`src/hw/rtl/assert_macros.svh`:
```
// ----------------------------------------------------------------------------
// assert_macros.svh
// Clocked assertion macros shared by the RTL.
// ----------------------------------------------------------------------------
`ifndef ASSERT_MACROS_SVH
`define ASSERT_MACROS_SVH

`ifndef ASSERT_OFF

`define ASSERT_CLK(lbl, clk, rst_n, prop) \
    lbl: assert property (@(posedge clk) disable iff (!rst_n) prop) \
        else $error("assertion failed");

`define ASSERT_NEVER(lbl, clk, rst_n, cond) \
    lbl: assert property (@(posedge clk) disable iff (!rst_n) !(cond)) \
        else $error("forbidden condition seen");

`else

`define ASSERT_CLK(lbl, clk, rst_n, prop)
`define ASSERT_NEVER(lbl, clk, rst_n, cond)

`endif

`endif

```
`src/hw/rtl/sem_pkg.sv`:
```
// ----------------------------------------------------------------------------
// sem_pkg
// Types and constants of the Sobel edge magnitude core.
// ----------------------------------------------------------------------------
package sem_pkg;

    localparam int MAX_WIDTH   = 1024;
    localparam int MAX_HEIGHT  = 1024;
    localparam int DIM_W       = 11;
    localparam int COL_W       = $clog2(MAX_WIDTH);
    localparam int ROW_W       = $clog2(MAX_HEIGHT + 2);
    localparam int OROW_W      = $clog2(MAX_HEIGHT);
    localparam int PIX_W       = 24;
    localparam int QUEUE_DEPTH = 4;
    localparam int SAT_LIMIT   = 65280;
    localparam int PADDR_W     = 3;

    localparam logic [0:0] REG_FRAME_WIDTH  = 1'b0;
    localparam logic [0:0] REG_FRAME_HEIGHT = 1'b1;

    typedef struct packed {
        logic       mode;
        logic [7:0] red_in;
        logic [7:0] green_in;
        logic [7:0] blue_in;
    } t_in_item;

    typedef struct packed {
        logic [7:0] red_edge;
        logic [7:0] green_edge;
        logic [7:0] blue_edge;
        logic       frame_last;
    } t_out_item;

    typedef struct packed {
        logic [PIX_W-1:0] px;
        logic [COL_W-1:0] col;
        logic             produce;
        logic             last;
        logic             row_first;
        logic             row_last;
        logic             col_first;
        logic             col_last;
    } t_job;

endpackage

```
`src/hw/rtl/sem_front.sv`:
```
// ----------------------------------------------------------------------------
// sem_front
// Register port, frame counters and item classification.
// ----------------------------------------------------------------------------
module sem_front
    import sem_pkg::*;
(
    input  logic               i_clk,
    input  logic               i_rst_n,
    input  logic               psel,
    input  logic               penable,
    input  logic               pwrite,
    input  logic [PADDR_W-1:0] paddr,
    input  logic [31:0]        pwdata,
    output logic [31:0]        prdata,
    output logic               pready,
    input  logic               i_in_valid,
    output logic               o_in_ready,
    input  t_in_item           i_in_data,
    input  logic               i_q_full,
    output logic               o_push,
    output t_job               o_job
);

    logic [DIM_W-1:0]  r_frame_width;
    logic [DIM_W-1:0]  r_frame_height;
    logic [COL_W-1:0]  r_in_col;
    logic [ROW_W-1:0]  r_in_row;
    logic [COL_W-1:0]  r_out_col;
    logic [OROW_W-1:0] r_out_row;

    logic [DIM_W-1:0]  w_eff;
    logic [DIM_W-1:0]  h_eff;
    logic              cfg_wr;
    logic              accept;
    logic              in_range;
    logic              keep;
    logic              produce;
    logic              in_col_end;
    logic              out_col_end;
    logic              out_row_first;
    logic              out_row_end;
    logic              frame_end;

    assign pready = 1'b1;
    assign cfg_wr = psel && penable && pwrite && pready;

    always_comb begin
        prdata = '0;
        case (paddr[2])
            REG_FRAME_WIDTH:  prdata = 32'(r_frame_width);
            REG_FRAME_HEIGHT: prdata = 32'(r_frame_height);
            default:          prdata = '0;
        endcase
    end

    always_comb begin
        if (r_frame_width == '0) begin
            w_eff = DIM_W'(1);
        end else if (32'(r_frame_width) > 32'(MAX_WIDTH)) begin
            w_eff = DIM_W'(MAX_WIDTH);
        end else begin
            w_eff = r_frame_width;
        end
        if (r_frame_height == '0) begin
            h_eff = DIM_W'(1);
        end else if (32'(r_frame_height) > 32'(MAX_HEIGHT)) begin
            h_eff = DIM_W'(MAX_HEIGHT);
        end else begin
            h_eff = r_frame_height;
        end
    end

    assign o_in_ready    = !i_q_full;
    assign accept        = i_in_valid && o_in_ready;
    assign in_range      = 32'(r_in_row) < 32'(h_eff);
    assign keep          = i_in_data.mode ? !in_range : in_range;
    assign produce       = (32'(r_in_row) >= 32'd2) ||
                           ((32'(r_in_row) == 32'd1) && (r_in_col != '0));
    assign in_col_end    = 32'(r_in_col) == 32'(w_eff) - 32'd1;
    assign out_col_end   = 32'(r_out_col) == 32'(w_eff) - 32'd1;
    assign out_row_first = (r_out_row == '0);
    assign out_row_end   = 32'(r_out_row) == 32'(h_eff) - 32'd1;
    assign frame_end     = produce && out_col_end && out_row_end;
    assign o_push        = accept && keep;

    always_comb begin
        o_job           = '0;
        o_job.px        = i_in_data.mode ? '0
                        : {i_in_data.red_in, i_in_data.green_in, i_in_data.blue_in};
        o_job.col       = r_in_col;
        o_job.produce   = produce;
        o_job.last      = frame_end;
        o_job.row_first = out_row_first;
        o_job.row_last  = out_row_end;
        o_job.col_first = (r_out_col == '0);
        o_job.col_last  = out_col_end;
    end

    always_ff @(posedge i_clk) begin
        if (!i_rst_n) begin
            r_frame_width  <= DIM_W'(1024);
            r_frame_height <= DIM_W'(1024);
            r_in_col       <= '0;
            r_in_row       <= '0;
            r_out_col      <= '0;
            r_out_row      <= '0;
        end else if (cfg_wr) begin
            case (paddr[2])
                REG_FRAME_WIDTH:  r_frame_width  <= pwdata[DIM_W-1:0];
                REG_FRAME_HEIGHT: r_frame_height <= pwdata[DIM_W-1:0];
                default:          r_frame_width  <= r_frame_width;
            endcase
            r_in_col  <= '0;
            r_in_row  <= '0;
            r_out_col <= '0;
            r_out_row <= '0;
        end else if (o_push) begin
            if (frame_end) begin
                r_in_col  <= '0;
                r_in_row  <= '0;
                r_out_col <= '0;
                r_out_row <= '0;
            end else begin
                if (in_col_end) begin
                    r_in_col <= '0;
                    r_in_row <= r_in_row + 1'b1;
                end else begin
                    r_in_col <= r_in_col + 1'b1;
                end
                if (produce) begin
                    if (out_col_end) begin
                        r_out_col <= '0;
                        r_out_row <= r_out_row + 1'b1;
                    end else begin
                        r_out_col <= r_out_col + 1'b1;
                    end
                end
            end
        end
    end

endmodule

```
`config.mk`:
```
export PLATFORM = sky130hd
export DESIGN_NAME = sem_front
export DESIGN_NICKNAME = d
export VERILOG_FILES = /design/src/hw/rtl/assert_macros.svh /design/src/hw/rtl/sem_pkg.sv /design/src/hw/rtl/sem_front.sv
export SDC_FILE = /design/constraint.sdc
export NUM_CORES = 1
export LEC_CHECK = 0
export BUFFER_PORTS_ARGS = -buffer_cell sky130_fd_sc_hd__buf_4
export CORE_MARGIN = 2
export CORE_UTILIZATION = 38
export CTS_CLUSTER_SIZE = 30
export DETAILED_ROUTE_END_ITERATION = 7
export PLACE_DENSITY = 0.67
export SKIP_CTS_REPAIR_TIMING = 1
export SLEW_MARGIN = 30
export SYNTH_ARGS = -nofsm -noshare
export SYNTH_HDL_FRONTEND = slang
export SYNTH_SLANG_ARGS = --single-unit
```
`constraint.sdc`:
```
create_clock -name i_clk -period 5.92 [get_ports i_clk]
set_clock_uncertainty 0.2 [all_clocks]
set_input_delay 0.888 -clock i_clk [delete_from_list [all_inputs] [get_ports i_clk]]
set_output_delay 0.888 -clock i_clk [all_outputs]
set_load 0.02 [all_outputs]
```
# Yosys cells after proc, flatten, opt, wreduce, memory -nomap -nowiden
# Index checks and enable logic that the tools add are counted.
# word_totals
word_cells,63
mem_bits_rw,0
regBits,63
memories,0
mem_bits_ro,0
in_bits,67
latchBits,0
# classes
n_mul,0
n_eq_ne,4
add_sub_neg,6
n_div,0
n_lt_le_gt_ge,4
shifts,0
n_reduce_logical,24
bitwise_logic,2
muxes,17
# ops
op,n
equality test 10 x 32 -> 1 bit,3
two-way mux 10 bit,8
two-way mux 11 bit,6
one-hot mux 32 bit (2 select lines),1
adder 10 x 1 -> 10 bit (second input constant),3
two-way mux 24 bit,1
subtractor 11 x 1 -> 12 bit (second input constant),2
> comparator 11 bit (second input constant),2
logical NOT 11 bit,2
logical NOT 10 bit,2
adder 11 x 1 -> 11 bit (second input constant),1
equality test 11 x 1 -> 1 bit (second input constant),1
>= comparator 11 x 2 -> 1 bit (second input constant),1
less-than comparator 11 bit,1
nonzero test 10 bit,1
AND reduction 2 bit,4
logical AND 1 bit,7
nonzero test 2 bit,3
AND reduction 3 bit,1
logical NOT 1 bit,2
NOT 1 bit,2
OR reduction 2 bit,1
logical OR 1 bit,1
two-way mux 1 bit,1

# Logic depth before layout (Yosys ltp)
# depth
word_depth,9
depth_mapped,16
mapped_depth_nobuf,12

# Worst setup path after synthesis
# Ideal clock, no wire load.
# synth_path
path_kind,register to output
startpoint,register r_frame_width[10]
endpoint,output o_job[4] (netlist bit)
arrival_ps,3294
path_stages_with_launch,14
path_buffers,3
path_slack_ps,1538
required_time_ps,4832
cell_sequence,dfxtp_1 clkbuf_1 clkbuf_1 nor2b_1 a41oi_1 ha_1 or4b_2 a21oi_1 a22o_1 nor2_1 nand4b_1 or2_2 nor3_1 buf_4
# synth_via
elab_chain_cells,7
# synth_rtl
item,line,rtl
start: declaration,sem_front.sv:25,logic [DIM_W-1:0] r_frame_width;
start signal: assignment,sem_front.sv:110,REG_FRAME_WIDTH: r_frame_width <= pwdata[DIM_W-1:0];
start signal: assignment,sem_front.sv:112,default: r_frame_width <= r_frame_width;
> comparator 11 bit,sem_front.sv:60,end else if (32'(r_frame_width) > 32'(MAX_WIDTH)) begin
two-way mux 11 bit,sem_front.sv:60,
two-way mux 11 bit *,sem_front.sv:58,if (r_frame_width == '0) begin
subtractor 11 x 1 -> 12 bit *,sem_front.sv:81,assign out_col_end = 32'(r_out_col) == 32'(w_eff) - 32'd1;
equality test 10 x 32 -> 1 bit *,sem_front.sv:81,
logical AND 1 bit * (2 in series),sem_front.sv:84,assign frame_end = produce && out_col_end && out_row_end;
end: declaration,sem_front.sv:22,output t_job o_job
# Every way passes the cells marked *; elsewhere a longest branch is shown, timed or not.

==> summary.txt <==
==========================================================================================
Run status .................................................................. complete, no violations
Port bufs ...................................................................           96
I/O pin cnt .................................................................          142
Area of the die .............................................................    15180 µm²
Final worst-path cycle share ................................................       94.07%
Unrepaired setup endpoints after global routing .............................        false
Clock root buffer ........................................................... sky130_fd_sc_hd__clkbuf_16
Number of pins exceeding their max-slew limit in the final report ...........            0
Register-to-register setup slack ............................................      0.97 ns
Power density of the placed cells ........................................... 185.1 nW/µm²
Die extent in x .............................................................     123.2 µm
Synth cell types ............................................................           68
Syn-to-layout area delta ....................................................       18.58%
Reg-to-reg startpoint ....................................................... r_frame_width[4]
DRC violation total after the first TritonRoute iteration ...................          373
Post-DR wirelength/cell .....................................................     16.22 µm
Final nets ..................................................................          868
Count of nets left with antenna violations after detail routing .............            0
Measured slew at the worst slew-check pin ...................................    0.8279 ns
Leakage power ...............................................................     2.475 nW
Worst Min Path Start ........................................................ r_out_row[1]
Register bit total from synthesis ...........................................           63
Effective utilization at floorplan ..........................................       38.91%
Sequential-to-total area share from yosys stat ..............................       23.35%
Number of warnings printed during yosys synthesis ...........................            0
Worst-case headroom to the max-slew limit ...................................       44.69%
Area share of the leading cell type in the synthesized netlist ..............       23.35%
Longest Clk Path Bufs .......................................................            2
H-tree depth ................................................................            3
Max capacitance violation total .............................................            0
Crit end category ...........................................................  output port
Achievable frequency ........................................................   0.1796 GHz
Post-synth EDFFs ............................................................            0
Total via count in the routed design ........................................         5420
DP Wirelength ...............................................................     11760 µm
Routed wire length ..........................................................     15630 µm
Top flip-flop cell by instance count after synthesis ........................ sky130_fd_sc_hd__dfxtp_1
Critical path launch point .................................................. r_frame_width[4]
Fillers .....................................................................         1408
TritonCTS clock tree ........................................................          yes
Min cycle time layout .......................................................     5.569 ns
Type of the worst setup path ................................................      reg2out
Antenna cells ...............................................................            0
Data arrival time of the critical path ......................................      4.48 ns
Final hold slack ............................................................    0.3233 ns
1st-pass router iterations ..................................................            5
CP startpoint kind ..........................................................     register
Number of global-route vias before repair ...................................         4861
Final setup violation count .................................................            0
Most area-hungry cell type in the Yosys netlist ............................. sky130_fd_sc_hd__dfxtp_1
Clock latency at the later pin of the worst-skew pair .......................      0.35 ns
Most frequent cells after synthesis ......................................... 76 x sky130_fd_sc_hd__nand2_1, 63 x sky130_fd_sc_hd__dfxtp_1, 47 x sky130_fd_sc_hd__clkbuf_1
Cell count after synthesis ..................................................          722
Worst min-delay path class ..................................................      reg2reg
Fraction of final layout cells with drive strength greater than 1 ...........       18.62%
Ys async rst share ..........................................................           0%
Aggregate global routing overflow ...........................................            0
Clock edge transition at the registers on the reported setup and hold paths .      0.06 ns
Crit-path max FO ............................................................           17
Final-layout setup total negative slack .....................................         0 ns
TritonCTS Buffers ...........................................................            9
Library cell with the highest instance count after synthesis ................ sky130_fd_sc_hd__nand2_1
Overall fraction of global-route tracks in use ..............................       21.11%
Core region area ............................................................    13880 µm²
Data required, critical path ................................................      4.83 ns
DRC violation count after routing ...........................................            0
Std cell rows ...............................................................           43
Via density per instance ....................................................        5.622
Pin count of the biggest net entering global routing ........................           29
Clock sinks .................................................................           63
Post-synthesis cell area ....................................................     5401 µm²
Height of the die ...........................................................     123.2 µm
Initial antenna violation count .............................................            0
Area contributors post-synth ................................................ sky130_fd_sc_hd__dfxtp_1 23%, sky130_fd_sc_hd__nand2_1 5.3%, sky130_fd_sc_hd__ha_1 4.9%
Peak ir drop on the vdd network .............................................     105.2 µV
Hold Violations, Final ......................................................            0
Synth Area per Inst .........................................................    7.481 µm²
Final RePlAce weighted congestion ...........................................       0.9119
Wire length of the first global-routing pass ................................     24980 µm
==========================================================================================
## state kept, by name (all words and copies together), names as in the netlist
signal and cells:
r_out_row 10, r_in_row 11, r_frame_width 11, r_frame_height 11, r_out_col 10, r_in_col 10
## critical path, stage by stage (launching register included)
cell	delay [ns]
sky130_fd_sc_hd__dfxtp_1	0.62
sky130_fd_sc_hd__nor3_1	0.10
sky130_fd_sc_hd__buf_4	0.20
sky130_fd_sc_hd__a41oi_1	0.47
sky130_fd_sc_hd__ha_1	0.57
sky130_fd_sc_hd__or4b_2	0.62
sky130_fd_sc_hd__o211ai_1	0.23
sky130_fd_sc_hd__xnor2_1	0.19
sky130_fd_sc_hd__and3_1	0.18
sky130_fd_sc_hd__o211ai_1	0.20
sky130_fd_sc_hd__or2_2	0.38
sky130_fd_sc_hd__nor3_1	0.20
sky130_fd_sc_hd__buf_4	0.17
## final cells by class
class,instances,area [µm²],area share [%]
Multi-Input combinational cell,572,3704,57.82
Sequential cell,63,1261,19.69
Timing Repair Buffer,104,780.7,12.19
Clock buffer,10,239.0,3.731
Tap cell,180,225.2,3.516
Inverter,30,112.6,1.758
Clock inverter,5,82.58,1.289
## power by group
group | switching (mW) | internal, mW | total [mW] | leakage [nW]
Clock | 0.202 | 0.377 | 0.579 | 0.147
Sequential | 0.0101 | 0.428 | 0.438 | 0.508
Combinational | 0.0980 | 0.0705 | 0.168 | 1.82
## layer usage
| layer | routed length [µm] | global-route usage (%) | vias to the layer above |
|---|---|---|---|
| met4 | 395 | 9.304 | 0 |
| met1 | 7244 | 29.07 | 2516 |
| met3 | 1132 | 4.290 | 30 |
| met5 | 0 | 0 | - |
| met2 | 6858 | 31.77 | 204 |
| li1 | - | - | 2670 |
## stage by stage
step / area (µm²) / worst slack (ns) / std cells / utilization, % / power (mW)
after floorplan: 5477 / 1.538 / 742 / - / 0.5621
after global routing: 6405 / 0.1277 / 964 / 46.14 / 1.232
after global placement: 6082 / 0.7651 / 949 / 43.82 / 0.6130
after CTS: 6404 / 0.3541 / 964 / 46.13 / 1.195
final: 6405 / 0.3511 / 964 / 46.14 / 1.185
after detailed placement: 6082 / 0.7376 / 949 / 43.82 / 0.6138
## cell families after synthesis
family	count (synthesis)	synth area share, %
AOI/OAI and AO/OA	152	18.92
xor gates and xnor gates	35	5.675
muxes	19	3.730
buffers and inverters	107	9.497
adders and majority gates	21	4.864
DFF	63	23.35
and+or+nand+nor	323	33.82
other	2	0.1390
## cell usage in the layout, fill, tap and decap left out, types with 19 or more instances in the layout
master and count:
sky130_fd_sc_hd__a21oi_1 32, sky130_fd_sc_hd__conb_1 22, sky130_fd_sc_hd__nor4_1 19, sky130_fd_sc_hd__nor2_1 45, sky130_fd_sc_hd__nand3_1 24, sky130_fd_sc_hd__xnor2_1 23, sky130_fd_sc_hd__ha_1 21, sky130_fd_sc_hd__inv_1 29
sky130_fd_sc_hd__buf_4 104, sky130_fd_sc_hd__o21ai_0 25, sky130_fd_sc_hd__dfxtp_1 63, sky130_fd_sc_hd__nor2b_1 32, sky130_fd_sc_hd__nand2_1 76, sky130_fd_sc_hd__a21boi_0 20, sky130_fd_sc_hd__nor3_1 21
## path summary, 6_finish.rpt
| kind | endpoint | cells past startpoint |
|---|---|---|
| worst max-delay path | o_job[4] | 12 |
| worst min-delay path | r_out_row[1] | 2 |
| worst min register to register | r_out_row[1] | 2 |
| worst max register to register | r_in_row[1] | 12 |
Note: power is estimated with default switching activity, not from simulation.
