===== src/hw/rtl/assert_macros.svh =====
// ----------------------------------------------------------------------------
// assert_macros.svh
// Clocked assertion macros shared by the RTL.
// ----------------------------------------------------------------------------
`ifndef ASSERT_MACROS_SVH
`define ASSERT_MACROS_SVH

`ifndef ASSERT_OFF

`define ASSERT_CLK(lbl, clk, rst_n, prop) \
    lbl: assert property (@(posedge clk) disable iff (!rst_n) prop) \
        else $error("assertion failed");

`define ASSERT_NEVER(lbl, clk, rst_n, cond) \
    lbl: assert property (@(posedge clk) disable iff (!rst_n) !(cond)) \
        else $error("forbidden condition seen");

`else

`define ASSERT_CLK(lbl, clk, rst_n, prop)
`define ASSERT_NEVER(lbl, clk, rst_n, cond)

`endif

`endif


===== src/hw/rtl/sem_pkg.sv =====
// ----------------------------------------------------------------------------
// sem_pkg
// Types and constants of the Sobel edge magnitude core.
// ----------------------------------------------------------------------------
package sem_pkg;

    localparam int MAX_WIDTH   = 1024;
    localparam int MAX_HEIGHT  = 1024;
    localparam int DIM_W       = 11;
    localparam int COL_W       = $clog2(MAX_WIDTH);
    localparam int ROW_W       = $clog2(MAX_HEIGHT + 2);
    localparam int OROW_W      = $clog2(MAX_HEIGHT);
    localparam int PIX_W       = 24;
    localparam int QUEUE_DEPTH = 4;
    localparam int SAT_LIMIT   = 65280;
    localparam int PADDR_W     = 3;

    localparam logic [0:0] REG_FRAME_WIDTH  = 1'b0;
    localparam logic [0:0] REG_FRAME_HEIGHT = 1'b1;

    typedef struct packed {
        logic       mode;
        logic [7:0] red_in;
        logic [7:0] green_in;
        logic [7:0] blue_in;
    } t_in_item;

    typedef struct packed {
        logic [7:0] red_edge;
        logic [7:0] green_edge;
        logic [7:0] blue_edge;
        logic       frame_last;
    } t_out_item;

    typedef struct packed {
        logic [PIX_W-1:0] px;
        logic [COL_W-1:0] col;
        logic             produce;
        logic             last;
        logic             row_first;
        logic             row_last;
        logic             col_first;
        logic             col_last;
    } t_job;

endpackage


===== src/hw/rtl/sem_queue.sv =====
// ----------------------------------------------------------------------------
// sem_queue
// Short job queue between the front and back ends.
// ----------------------------------------------------------------------------
module sem_queue
    import sem_pkg::*;
(
    input  logic i_clk,
    input  logic i_rst_n,
    input  logic i_push,
    input  t_job i_job,
    output logic o_full,
    input  logic i_pop,
    output t_job o_job,
    output logic o_empty
);

    localparam int PTR_W = $clog2(QUEUE_DEPTH);

    t_job               r_slot [QUEUE_DEPTH];
    logic [PTR_W-1:0]   r_wptr, n_wptr;
    logic [PTR_W-1:0]   r_rptr, n_rptr;
    logic [PTR_W:0]     r_count, n_count;

    assign o_full  = (r_count == (PTR_W+1)'(QUEUE_DEPTH));
    assign o_empty = (r_count == '0);
    assign o_job   = r_slot[r_rptr];

    always_comb begin
        n_wptr  = r_wptr;
        n_rptr  = r_rptr;
        n_count = r_count;
        if (i_push) begin
            n_wptr  = r_wptr + 1'b1;
            n_count = n_count + 1'b1;
        end
        if (i_pop) begin
            n_rptr  = r_rptr + 1'b1;
            n_count = n_count - 1'b1;
        end
    end

    always_ff @(posedge i_clk) begin
        if (!i_rst_n) begin
            r_wptr  <= '0;
            r_rptr  <= '0;
            r_count <= '0;
        end else begin
            r_wptr  <= n_wptr;
            r_rptr  <= n_rptr;
            r_count <= n_count;
        end
        if (i_push) begin
            r_slot[r_wptr] <= i_job;
        end
    end

endmodule


===== config.mk =====
export PLATFORM = sky130hd
export DESIGN_NAME = sem_queue
export DESIGN_NICKNAME = d
export VERILOG_FILES = /design/src/hw/rtl/assert_macros.svh /design/src/hw/rtl/sem_pkg.sv /design/src/hw/rtl/sem_queue.sv
export SDC_FILE = /design/constraint.sdc
export NUM_CORES = 1
export LEC_CHECK = 0
export BUFFER_PORTS_ARGS = -buffer_cell sky130_fd_sc_hd__buf_2
export CORE_UTILIZATION = 57
export CTS_CLUSTER_DIAMETER = 150
export DETAILED_ROUTE_END_ITERATION = 8
export HOLD_SLACK_MARGIN = 0.03
export PLACE_DENSITY = 0.89
export SYNTH_ARGS = -nofsm -noshare
export SYNTH_HDL_FRONTEND = slang
export SYNTH_SLANG_ARGS = --single-unit

===== constraint.sdc =====
create_clock -name i_clk -period 2.5 [get_ports i_clk]
set_input_delay 0.125 -clock i_clk [delete_from_list [all_inputs] [get_ports i_clk]]
set_output_delay 0.125 -clock i_clk [all_outputs]
set_load 0.005 [all_outputs]

# == Word level (Yosys, flattened, before mapping) ==
# Memory sizes are Yosys's and may differ from the RTL's. A register that Yosys moved wholly into a read port is not among the register bits.
# Index checks and enable logic that the tools add are counted.
# word_totals
ff_bits,7
inputBits,44
output_inout_bits,42
latch_bits,0
romBits,0
ramBits,160
memories,1
# op_classes
n_reduce_logical,1
addsub,4
multipliers,0
shift,0
order_cmp,0
div_mod_pow,0
n_eq_ne,1
n_bitwise,0
mux,6
# memory_table
memory,words,width,rd,rd_ports_with_merged_regs,wr,line_no,rtl
r_slot,4,40,1,1,1,sem_queue.sv:20,t_job r_slot [QUEUE_DEPTH];
# op_table
cell,n
3-bit two-way mux,2
"2-bit by 1-bit adder with 2-bit output, second input constant",2
2-bit two-way mux,2
"3-bit by 1-bit adder with 3-bit output, second input constant",1
"3-bit == test, second input constant",1
3-bit logical NOT,1
"3-bit by 1-bit subtractor with 3-bit output, second input constant",1
1-bit two-way mux,2

# == Longest topological paths before layout ==
# Gate-level depths: netlist of the first run.
# logic_depth
word_depth,4
ltp_mapped,7
ltp_nobuf,7

# == Worst setup path after synthesis of the first run ==
# Ideal clock, no wire load.
# synth_path
path_type,register -> register
from,register r_wptr[0]
to,"memory r_slot[2][0] in the netlist's numbering, enable pin"
t_required_ns,2.099
synth_period_minus_slack_ns,1.910
slack_ns,0.590
stages_incl_launch_ff,4
arrival_time_ns,1.509
cell_sequence,dfxtp_1 -> inv_1 -> ha_1 -> and2_1
# synth_lines
element,line_no,rtl
start: declaration,sem_queue.sv:21,"logic [PTR_W-1:0] r_wptr, n_wptr;"
start signal: assignment,sem_queue.sv:49,r_wptr <= n_wptr;
end: declaration,sem_queue.sv:20,
# Straight into the memory's write port.

==> out/results.tsv, run 1 <==
stage	metric	value	unit
timing	post-route fraction of the period consumed by the critical path	0.8933	
drt	DRC violation total after the first TritonRoute iteration	145	
clocking	clock root buffer	clkbuf_8	
drt	total via count in the routed design	3039	
critical_path	length in cells of the worst reg-to-reg path	8	
timing	final critical-path required period	2233	ps
clocking	number of H-tree branching levels	4	
floorplanning	Vert. Die Dim	107.2	um
grt	Overall Global Routing Usage	0.2164	
timing	number of max-slew violations in the final report	0	
clocking	Worst-Skew Late Latency	530	ps
grt	global-route wire length before repair	17370	um
drt	remaining antenna violation count	0	
yosys	Simple-Gate Fraction of Synth Area	0.01626	
critical_path	critical setup path kind	register to output port	
yosys	combinational family with the most area after synthesis	multiplexers	
timing	transition at the pin with the smallest max-transition slack	532.1	ps
critical_path	longest individual stage delay on the worst path	600	ps
floorplanning	placeable core region	0.01079	sq mm
clocking	post-CTS repair timing setup buffer count	0	
final_layout	# diodes	0	
clocking	TritonCTS clock tree	built	
timing	worst-case clock skew	7.866	ps
yosys	synthesized cell area	0.006310	sq mm
timing	RSZ-0062 raised after global routing	false	
clocking	PostCTS Resize Cnt	0	
timing	Setup TNS	0	ps
clocking	number of buffers on the longest clock path	2	
place	count of buffers inserted at the top-level ports	85	
yosys	sequential share of the synthesized area	0.7900	
floorplanning	area enclosed by the die boundary	0.01150	sq mm
clocking	clock buffers created by TritonCTS	17	
yosys	synthesized-area fraction occupied by xor and xnor cells	0.009518	
yosys	Mapped Nets	312	
drt	routed wirelength normalized by instance count	20.24	um
timing	worst hold slack	348.3	ps
final_layout	number of inserted filler cells in the final layout	616	
yosys	most frequently used cell type in the post-synthesis netlist	edfxtp_1	
place	placer congestion estimate	0.7223	
yosys	post-synthesis average cell area	24.18	sq um
status	result of the run	finished clean	
worst_hold_path	class of the worst hold path	input port to register	
drt	average via count per standard cell	5.436	
critical_path	Slowest-stage cell, CP	dfxtp_4	
power	post-layout total power	6.370	mW
yosys	commonest cells in the netlist	edfxtp_1, mux4_2, and2_1, dfxtp_1, ha_1	
floorplanning	Core Rows	38	
yosys	cell type with the highest aggregate area in the netlist	edfxtp_1	
critical_path	required time of the worst setup path	2380	ps
yosys	top cells by area, synth	edfxtp_1, mux4_2, dfxtp_1	
timing	count of endpoints failing hold in the final timing report	0	
timing	total setup violations reported at the end of the flow	0	
yosys	synthesized netlist cell count	261	
place	half-perimeter wire length after detailed placement	6813	um
yosys	post-synthesis compound-gate area fraction	0.0007932	
critical_path	data arrival time of the worst path	2110	ps
yosys	Synth Flop Type	edfxtp_1	
critical_path	FF-to-FF setup slack	320	ps
floorplanning	number of primary I/O pins	86	
critical_path	Worst R2R Start	r_count[0]	
power	maximum vdd drop	0.0005261	V
grt	largest net degree at the start of global routing	29	
worst_hold_path	cell depth of the worst min-delay path	2	
critical_path	capturing element type of the critical path	output port	
job	Max Cap Violations	0	
floorplanning	Starting Density	0.5846	
clocking	clock transition at the registers of the reported paths	60	ps
drt	Routed Wire Length	11320	um
drt	Pre-antenna DRT Iters	6	
yosys	post-synthesis sequential element count	169	
yosys	number of enable flip-flop cells after synthesis	160	
yosys	Synth warnings	0	
grt	via count of the first global-routing pass	3323	
drt	DRC	0	
critical_path	Max Fanout on Critical Path	22	
worst_hold_path	capture endpoint of the worst hold path	r_slot[0][17]	
critical_path	cell breakdown of the critical path	buf_12 -> mux4_2 -> buf_2	
clocking	number of buffers added to fix hold violations after cts	45	
yosys	FFs w/ async S/R, synth	0	
final_layout	share of post-route cells with drive strength above 1	0.3938	
clocking	clock sinks	169	
floorplanning	die width	107.2	um
grt	initial antenna violation count	0	
power	total leakage power	2.771	nW
worst_hold_path	beginning of the worst hold path	i_job[17]	
critical_path	critical path startpoint category	register	
yosys	Synth cell types	18	
yosys	fraction of synthesized area in multiplexers	0.1475	
grt	GR Overflow Total	0	
power	PwrDens	804.5	mW/mm^2
timing	normalized max-slew margin	0.6452	
final_layout	Net count, final	457	
yosys	area share of the largest cell type after synthesis	0.7615	
final_layout	Area Overhead vs Synth	25.48	%
yosys	adder-cell share of the synthesized area	0.01388	
final_layout	fraction of the core area covered by cells at the end of the flow	0.7336	
critical_path	capturing point of the worst reg2reg path	r_count[2]	
timing	max frequency	0.4478	GHz
critical path, delay by kind of cell, from the launching register on:
family	cells	cell delay (ps)
DFF	1	600
muxes	1	550
buffers and inverters	2	410
cell usage in the layout (no fill, tap or decap), types with 5 or more instances in the layout:
master         count
buf_2             85
inv_1              5
buf_12             5
clkbuf_16         18
ha_1               7
and2_1             6
nand2_1            6
dfxtp_1            7
clkbuf_1           6
edfxtp_1         160
mux4_2            40
dlygate4sd3_1     45
power by group:
group          leakage [nW]  total (mW)  internal, mW  switching [mW]
Sequential             1.54        3.32          3.25          0.0721
Combinational         0.959       0.630         0.354           0.276
Clock                 0.266        2.42          1.43           0.985
Total                  2.77        6.37          5.04            1.33
per-layer routing:
layer	GRT usage	routed length, um
met3	0.06018	433
met1	0.2550	4492
met2	0.3751	6164
met5	0	0
met4	0.09002	225
state kept, by name, indices dropped and copies added (netlist names), named ones only:
name,flops
r_count,3
r_slot,160
r_wptr,2
r_rptr,2
cell families after synthesis:
group | after synthesis
compound gates | 1
xor+xnor | 6
fa+ha+maj | 7
buf+inv | 16
flops | 169
mux | 43
simple gates | 19
how the worst max path moves through the flow:
stage | start | to | slack (ps) | depth (start not counted)
CTS | register | o_job[36] | 190 | 3
finish | register | o_job[6] | 270 | 3
floorplan | r_wptr[0] | r_slot[2][0] | 590 | 3
global route | r_count[0] | r_count[2] | 140 | 8
detailed placement | register | o_job[36] | 770 | 3
global placement | r_wptr[0] | r_slot[0][17] | 790 | 4
area by class of cell:
| class | instances | area [sq um] | area share |
|---|---|---|---|
| flip-flops and latches | 169 | 4990 | 0.6302 |
| multi-input cells | 76 | 1191 | 0.1504 |
| repair buffers | 137 | 991.0 | 0.1252 |
| clock buffers | 25 | 486.7 | 0.06147 |
| well taps | 140 | 175.2 | 0.02212 |
| clock inverters | 7 | 65.06 | 0.008217 |
| inverters | 5 | 18.77 | 0.002370 |
per-stage QoR:
step	cell area [sq um]	cells	setup slack, ps
after floorplan	6310	261	589.8
after global placement	6915	482	788.9
after detailed placement	6915	482	769.8
after CTS	7918	559	194.5
after global routing	7918	559	141.7
final	7918	559	266.7
Power figures use the tool's default switching activity.
==> inputs of run 2 (changes only) <==
CORE_MARGIN = 1.5   (was not set)
==> out/results.tsv, run 2 (synthesis gave the netlist of run 1 again) <==
stage	metric	value	unit	change
status	result of the run	finished clean		unchanged
drt	routed wirelength normalized by instance count	19.87	um	was 20.24 um
critical_path	Slowest-stage cell, CP	dlygate4sd3_1		was dfxtp_4
final_layout	Non-Filler Cell Area, Final	0.008019	sq mm	was 0.007918 sq mm
critical_path	data arrival time of the worst path	2590	ps	was 2110 ps
power	total leakage power	2.823	nW	was 2.771 nW
clocking	clock buffers created by TritonCTS	17		unchanged
timing	post-route fraction of the period consumed by the critical path	0.8575		was 0.8933
power	sequential power share	0.499		was 0.521
clocking	Worst-Skew Late Latency	530	ps	about the same
critical_path	capturing element type of the critical path	register		was output port
timing	worst hold slack	352.5	ps	was 348.3 ps
final_layout	fraction of the core area covered by cells at the end of the flow	0.7430		was 0.7336
floorplanning	Core Rows	38		unchanged
timing	max frequency	0.4665	GHz	was 0.4478 GHz
drt	average via count per standard cell	5.400		was 5.436
grt	global-route wire length before repair	16830	um	was 17370 um
worst_hold_path	class of the worst hold path	input port to register		unchanged
job	Max Cap Violations	0		unchanged
place	# placed instances	482		unchanged
power	internal power	5.326	mW	was 5.036 mW
clocking	PostCTS Resize Cnt	0		unchanged
drt	amount of wire on met3 after detailed routing	514	um	was 433 um
power	maximum vdd drop	0.0006255	V	was 0.0005261 V
floorplanning	Vert. Die Dim	108.2	um	was 107.2 um
power	part of the power in combinational logic	0.097		was 0.099
clocking	clock transition at the registers of the reported paths	60	ps	about the same
clocking	number of buffers added to fix hold violations after cts	44		was 45
timing	normalized max-slew margin	0.5662		was 0.6452
clocking	number of buffers on the longest clock path	2		unchanged
place	placer congestion estimate	0.6636		was 0.7223
clocking	number of H-tree branching levels	4		unchanged
final_layout	most frequent cells in the layout	edfxtp_1, buf_2, dlygate4sd3_1, mux4_2, clkbuf_16		unchanged
drt	DRC violation total after the first TritonRoute iteration	151		was 145
floorplanning	Starting Density	0.5846		unchanged
drt	DRC	0		unchanged
power	P_sw	1.301	mW	was 1.333 mW
grt	Overall Global Routing Usage	0.2078		was 0.2164
place	half-perimeter wire length after detailed placement	6309	um	was 6813 um
drt	Routed Wire Length	11090	um	was 11320 um
timing	total setup violations reported at the end of the flow	0		unchanged
clocking	clock sinks	169		unchanged
drt	routed length on met2	5718	um	was 6164 um
timing	worst-case clock skew	9.847	ps	was 7.866 ps
power	switching part of the total	0.1963		was 0.2093
final_layout	share of post-route cells with drive strength above 1	0.3995		was 0.3938
grt	via count of the first global-routing pass	3066		was 3323
grt	largest net degree at the start of global routing	25		was 29
final_layout	number of flip-flops in the largest register	160		unchanged
critical_path	required time of the worst setup path	2950	ps	was 2380 ps
drt	Pre-antenna DRT Iters	4		was 6
floorplanning	die width	108.2	um	was 107.2 um
critical_path	FF-to-FF setup slack	360	ps	was 320 ps
final_layout	most common library cell in the layout ignoring fill and taps	edfxtp_1		unchanged
drt	remaining antenna violation count	0		unchanged
floorplanning	area enclosed by the die boundary	0.01171	sq mm	was 0.01150 sq mm
floorplanning	placeable core region	0.01079	sq mm	unchanged
timing	transition at the pin with the smallest max-transition slack	650.6	ps	was 532.1 ps
place	cell area reported after detailed placement	0.006928	sq mm	was 0.006915 sq mm
drt	met1 layer wirelength in the final routing	4648	um	was 4492 um
grt	initial antenna violation count	0		unchanged
final_layout	Net count, final	456		was 457
grt	GR Overflow Total	0		unchanged
final_layout	Seq. cell area	0.004990	sq mm	unchanged
final_layout	# diodes	0		unchanged
power	clock network fraction of total power	0.404		was 0.380
timing	final critical-path required period	2144	ps	was 2233 ps
place	count of buffers inserted at the top-level ports	85		unchanged
clocking	TritonCTS clock tree	built		unchanged
clocking	post-CTS repair timing setup buffer count	0		unchanged
final_layout	area of the multi-input gates	0.001191	sq mm	unchanged
timing	RSZ-0062 raised after global routing	false		unchanged
critical_path	critical path startpoint category	register		unchanged
clocking	clock root buffer	clkbuf_8		unchanged
floorplanning	number of primary I/O pins	86		unchanged
critical_path	Max Fanout on Critical Path	3		was 22
timing	count of endpoints failing hold in the final timing report	0		unchanged
final_layout	final std cells w/o fill	558		was 559
final_layout	most flop-heavy register	r_slot		unchanged
critical_path	cell breakdown of the critical path	inv_1 -> ha_1 -> mux2i_1 -> ha_1 -> nand2_1 -> nand2_1 -> dlygate4sd3_1 -> a21oi_1		was buf_12 -> mux4_2 -> buf_2
critical_path	longest individual stage delay on the worst path	560	ps	was 600 ps
power	PwrDens	826.5	mW/mm^2	was 804.5 mW/mm^2
final_layout	number of inserted filler cells in the final layout	567		was 616
timing	Setup TNS	0	ps	unchanged
timing	number of max-slew violations in the final report	0		unchanged
drt	highest layer used for signal routing	met4		unchanged
critical_path	critical setup path kind	register to register		was register to output port
drt	total via count in the routed design	3013		was 3039
final_layout	registers with the highest flip-flop counts	r_slot: 160 flops, r_count: 3 flops		unchanged
final_layout	Area Overhead vs Synth	27.09	%	was 25.48%
==> run 2: power by group through the flow <==
stage	Combinational, mW	Sequential, mW	Clock (mW)
finish	0.640	3.31	2.68
global route	0.701	3.32	2.84
CTS	0.647	3.31	2.72
detailed placement	0.585	3.37	0
global placement	0.572	3.35	0
floorplan	0.373	3.34	0
==> run 2: metal layers <==
metal | vias to the layer above | global-route usage
met5 | - | 0
met4 | 0 | 0.1053
met3 | 14 | 0.05485
met2 | 95 | 0.3255
met1 | 1530 | 0.2732
li1 | 1374 | -
==> run 2: path summary, 6_finish.rpt <==
kind | startpoint | end | cells past startpoint
min reg2reg | r_wptr[1] | r_wptr[1] | 2
min | i_job[1] | r_slot[3][1] | 2
max | r_count[0] | r_count[1] | 8
max reg2reg | r_count[0] | r_count[1] | 8
==> run 2: final cells by class <==
class / count / share of cell area
inverter: 5 / 0.002340
clock inverter: 1 / 0.0006241
tap: 140 / 0.02184
timing repair buffer: 136 / 0.1239
clock buffer: 31 / 0.08051
sequential: 169 / 0.6223
multi-input combinational: 76 / 0.1485
==> run 2: through the flow <==
step | power (mW) | setup WS [ps]
floorplan | 3.711 | 589.8
global placement | 3.926 | 806.2
detailed placement | 3.951 | 773.3
CTS | 6.678 | 310.1
global route | 6.857 | 213.5
finish | 6.628 | 356.3
==> run 2: critical path: cells and delay by family, from the launching register on <==
kind / cells / cell delay (ps)
AO/OA/AOI/OAI: 1 / 150
adder cells (fa/ha/maj): 2 / 560
buffers and inverters: 2 / 620
flip-flops: 1 / 410
multiplexers: 1 / 210
AND/OR/NAND/NOR: 2 / 130
==> inputs of run 3 (changes only) <==
CORE_UTILIZATION = 45   (was 57)
PLACE_DENSITY = 0.75   (was 0.89)
TNS_END_PERCENT = 1   (was not set)
==> out/results.tsv, run 3 (synthesis gave the netlist of run 1 again) <==
stage	metric	value	unit	change
critical_path	FF-to-FF setup slack	460	ps	was 360 ps
worst_hold_path	cell depth of the worst min-delay path	3		was 2
clocking	clock transition at the registers of the reported paths	60	ps	about the same
drt	DRC	0		unchanged
critical_path	Buffers & Inverters on Critical Path	2		unchanged
timing	number of max-slew violations in the final report	0		unchanged
critical_path	cell breakdown of the critical path	buf_12 -> mux4_2 -> buf_2		was inv_1 -> ha_1 -> mux2i_1 -> ha_1 -> nand2_1 -> nand2_1 -> dlygate4sd3_1 -> a21oi_1
critical_path	Worst R2R Start	r_count[0]		unchanged
timing	worst-case clock skew	7.613	ps	was 9.847 ps
final_layout	number of flip-flops in the largest register	160		unchanged
critical_path	critical path startpoint category	register		unchanged
place	placer congestion estimate	0.6760		was 0.6636
drt	total via count in the routed design	2960		was 3013
clocking	clock sinks	169		unchanged
final_layout	most frequent cells in the layout	edfxtp_1, buf_2, dlygate4sd3_1, mux4_2, clkbuf_16		unchanged
floorplanning	placeable core region	0.01377	sq mm	was 0.01079 sq mm
drt	routed wirelength normalized by instance count	18.21	um	was 19.87 um
timing	normalized max-slew margin	0.6151		was 0.5662
drt	DRC violation total after the first TritonRoute iteration	185		was 151
floorplanning	Vert. Die Dim	121.4	um	was 108.2 um
critical_path	length in cells of the worst reg-to-reg path	8		unchanged
job	Max Cap Violations	0		unchanged
critical_path	critical setup path kind	register to output port		was register to register
grt	initial antenna violation count	0		unchanged
floorplanning	Starting Density	0.4581		was 0.5846
floorplanning	Core Rows	43		was 38
final_layout	most flop-heavy register	r_slot		unchanged
grt	via count of the first global-routing pass	3238		was 3066
timing	post-route fraction of the period consumed by the critical path	0.8328		was 0.8575
drt	Pre-antenna DRT Iters	4		unchanged
timing	Setup TNS	0	ps	unchanged
final_layout	share of post-route cells with drive strength above 1	0.4019		was 0.3995
floorplanning	area enclosed by the die boundary	0.01474	sq mm	was 0.01171 sq mm
drt	amount of wire on met3 after detailed routing	453	um	was 514 um
clocking	TritonCTS clock tree	built		unchanged
power	post-layout total power	6.555	mW	was 6.628 mW
critical_path	required time of the worst setup path	2380	ps	was 2950 ps
drt	routed length on met2	5727	um	was 5718 um
clocking	number of buffers on the longest clock path	2		unchanged
timing	RSZ-0062 raised after global routing	false		unchanged
timing	count of endpoints failing hold in the final timing report	0		unchanged
critical_path	capturing element type of the critical path	output port		was register
power	PwrDens	818.8	mW/mm^2	was 826.5 mW/mm^2
grt	GR Overflow Total	0		unchanged
critical_path	Max Fanout on Critical Path	17		was 3
clocking	clock root buffer	clkbuf_16		was clkbuf_8
drt	remaining antenna violation count	0		unchanged
timing	total setup violations reported at the end of the flow	0		unchanged
critical_path	data arrival time of the worst path	1960	ps	was 2590 ps
final_layout	Net count, final	456		unchanged
final_layout	# diodes	0		unchanged
clocking	PostCTS Resize Cnt	0		unchanged
timing	max frequency	0.4803	GHz	was 0.4665 GHz
final_layout	registers with the highest flip-flop counts	r_slot: 160 flops, r_count: 3 flops		unchanged
critical_path	capturing point of the worst reg2reg path	r_count[1]		unchanged
floorplanning	die width	121.4	um	was 108.2 um
timing	final critical-path required period	2082	ps	was 2144 ps
grt	Overall Global Routing Usage	0.1625		was 0.2078
clocking	clock buffers created by TritonCTS	17		unchanged
final_layout	most common library cell in the layout ignoring fill and taps	edfxtp_1		unchanged
timing	transition at the pin with the smallest max-transition slack	577.4	ps	was 650.6 ps
floorplanning	number of primary I/O pins	86		unchanged
critical_path	Crit path max-delay family	flip-flops		was buffers and inverters
grt	global-route wire length before repair	16910	um	was 16830 um
worst_hold_path	class of the worst hold path	input port to register		unchanged
worst_hold_path	beginning of the worst hold path	i_push		was i_job[1]
power	maximum vdd drop	0.0005203	V	was 0.0006255 V
place	half-perimeter wire length after detailed placement	6850	um	was 6309 um
final_layout	Area Overhead vs Synth	26.87	%	was 27.09%
drt	met1 layer wirelength in the final routing	4503	um	was 4648 um
power	total leakage power	2.791	nW	was 2.823 nW
drt	highest layer used for signal routing	met4		unchanged
place	count of buffers inserted at the top-level ports	85		unchanged
drt	average via count per standard cell	4.950		was 5.400
drt	Routed Wire Length	10890	um	was 11090 um
critical_path	longest individual stage delay on the worst path	580	ps	was 560 ps
critical_path	Slowest-stage cell, CP	dfxtp_4		was dlygate4sd3_1
grt	largest net degree at the start of global routing	26		was 25
status	result of the run	finished clean		unchanged
worst_hold_path	capture endpoint of the worst hold path	r_count[2]		was r_slot[3][1]
clocking	Worst-Skew Late Latency	420	ps	was 530 ps
clocking	number of H-tree branching levels	4		unchanged
[run 3: cell type report]
| cell class | instances | area, sq um |
|---|---|---|
| clock inverter | 8 | 120.1 |
| clock buffer | 24 | 481.7 |
| timing repair buffer | 136 | 978.4 |
| sequential | 169 | 4990 |
| fill | 1060 | 5768 |
| inverter | 5 | 18.77 |
| tap | 180 | 225.2 |
| multi-input combinational | 76 | 1191 |
[run 3: worst max-delay path by stage]
| stage | to | slack (ps) | depth (start not counted) |
|---|---|---|---|
| floorplan | r_slot[2][0] | 590 | 3 |
| global placement | o_job[9] | 820 | 3 |
| detailed placement | o_job[9] | 810 | 3 |
| CTS | o_job[9] | 340 | 3 |
| global route | o_job[9] | 290 | 3 |
| finish | o_job[7] | 420 | 3 |
[run 3: worst reg2reg max path, delay by kind of cell, from the launching register on]
kind,cells,cell delay (ps)
buf+inv,2,610
fa+ha+maj,2,550
simple gates,2,100
mux,1,190
flops,1,400
compound gates,1,110
[run 3: metrics by stage]
| stage | area [sq um] | hold slack [ps] | cells | worst slack (ps) | util |
|---|---|---|---|---|---|
| after global routing | 8005 | 82.31 | 598 | 286.0 | 0.5812 |
| after global placement | 6973 | 334.7 | 523 | 821.8 | 0.5063 |
| after floorplan | 6310 | 223.9 | 261 | 589.8 | - |
| final | 8005 | 76.69 | 598 | 418.0 | 0.5812 |
| after detailed placement | 6973 | 341.8 | 523 | 807.8 | 0.5063 |
| after CTS | 8005 | 58.91 | 598 | 344.5 | 0.5812 |
[run 3: power breakdown]
group          internal (mW)  switching, mW  total, mW
sequential              3.25         0.0691       3.32
combinational          0.351          0.272      0.622
clock                   1.64          0.970       2.61
total                   5.24           1.31       6.55
[run 3: per-layer routing]
layer,vias up,GRT usage
met3,18,0.04699
met5,-,0
met1,1512,0.1893
met2,67,0.2779
met4,0,0.07500
li1,1363,-
[run 3: what timing repair did]
action                                  CTS  global route
hold endpoints to repair                169             0
endpoints found under the setup margin    0             0
hold buffers                             43             0
buffers inserted                          0             0
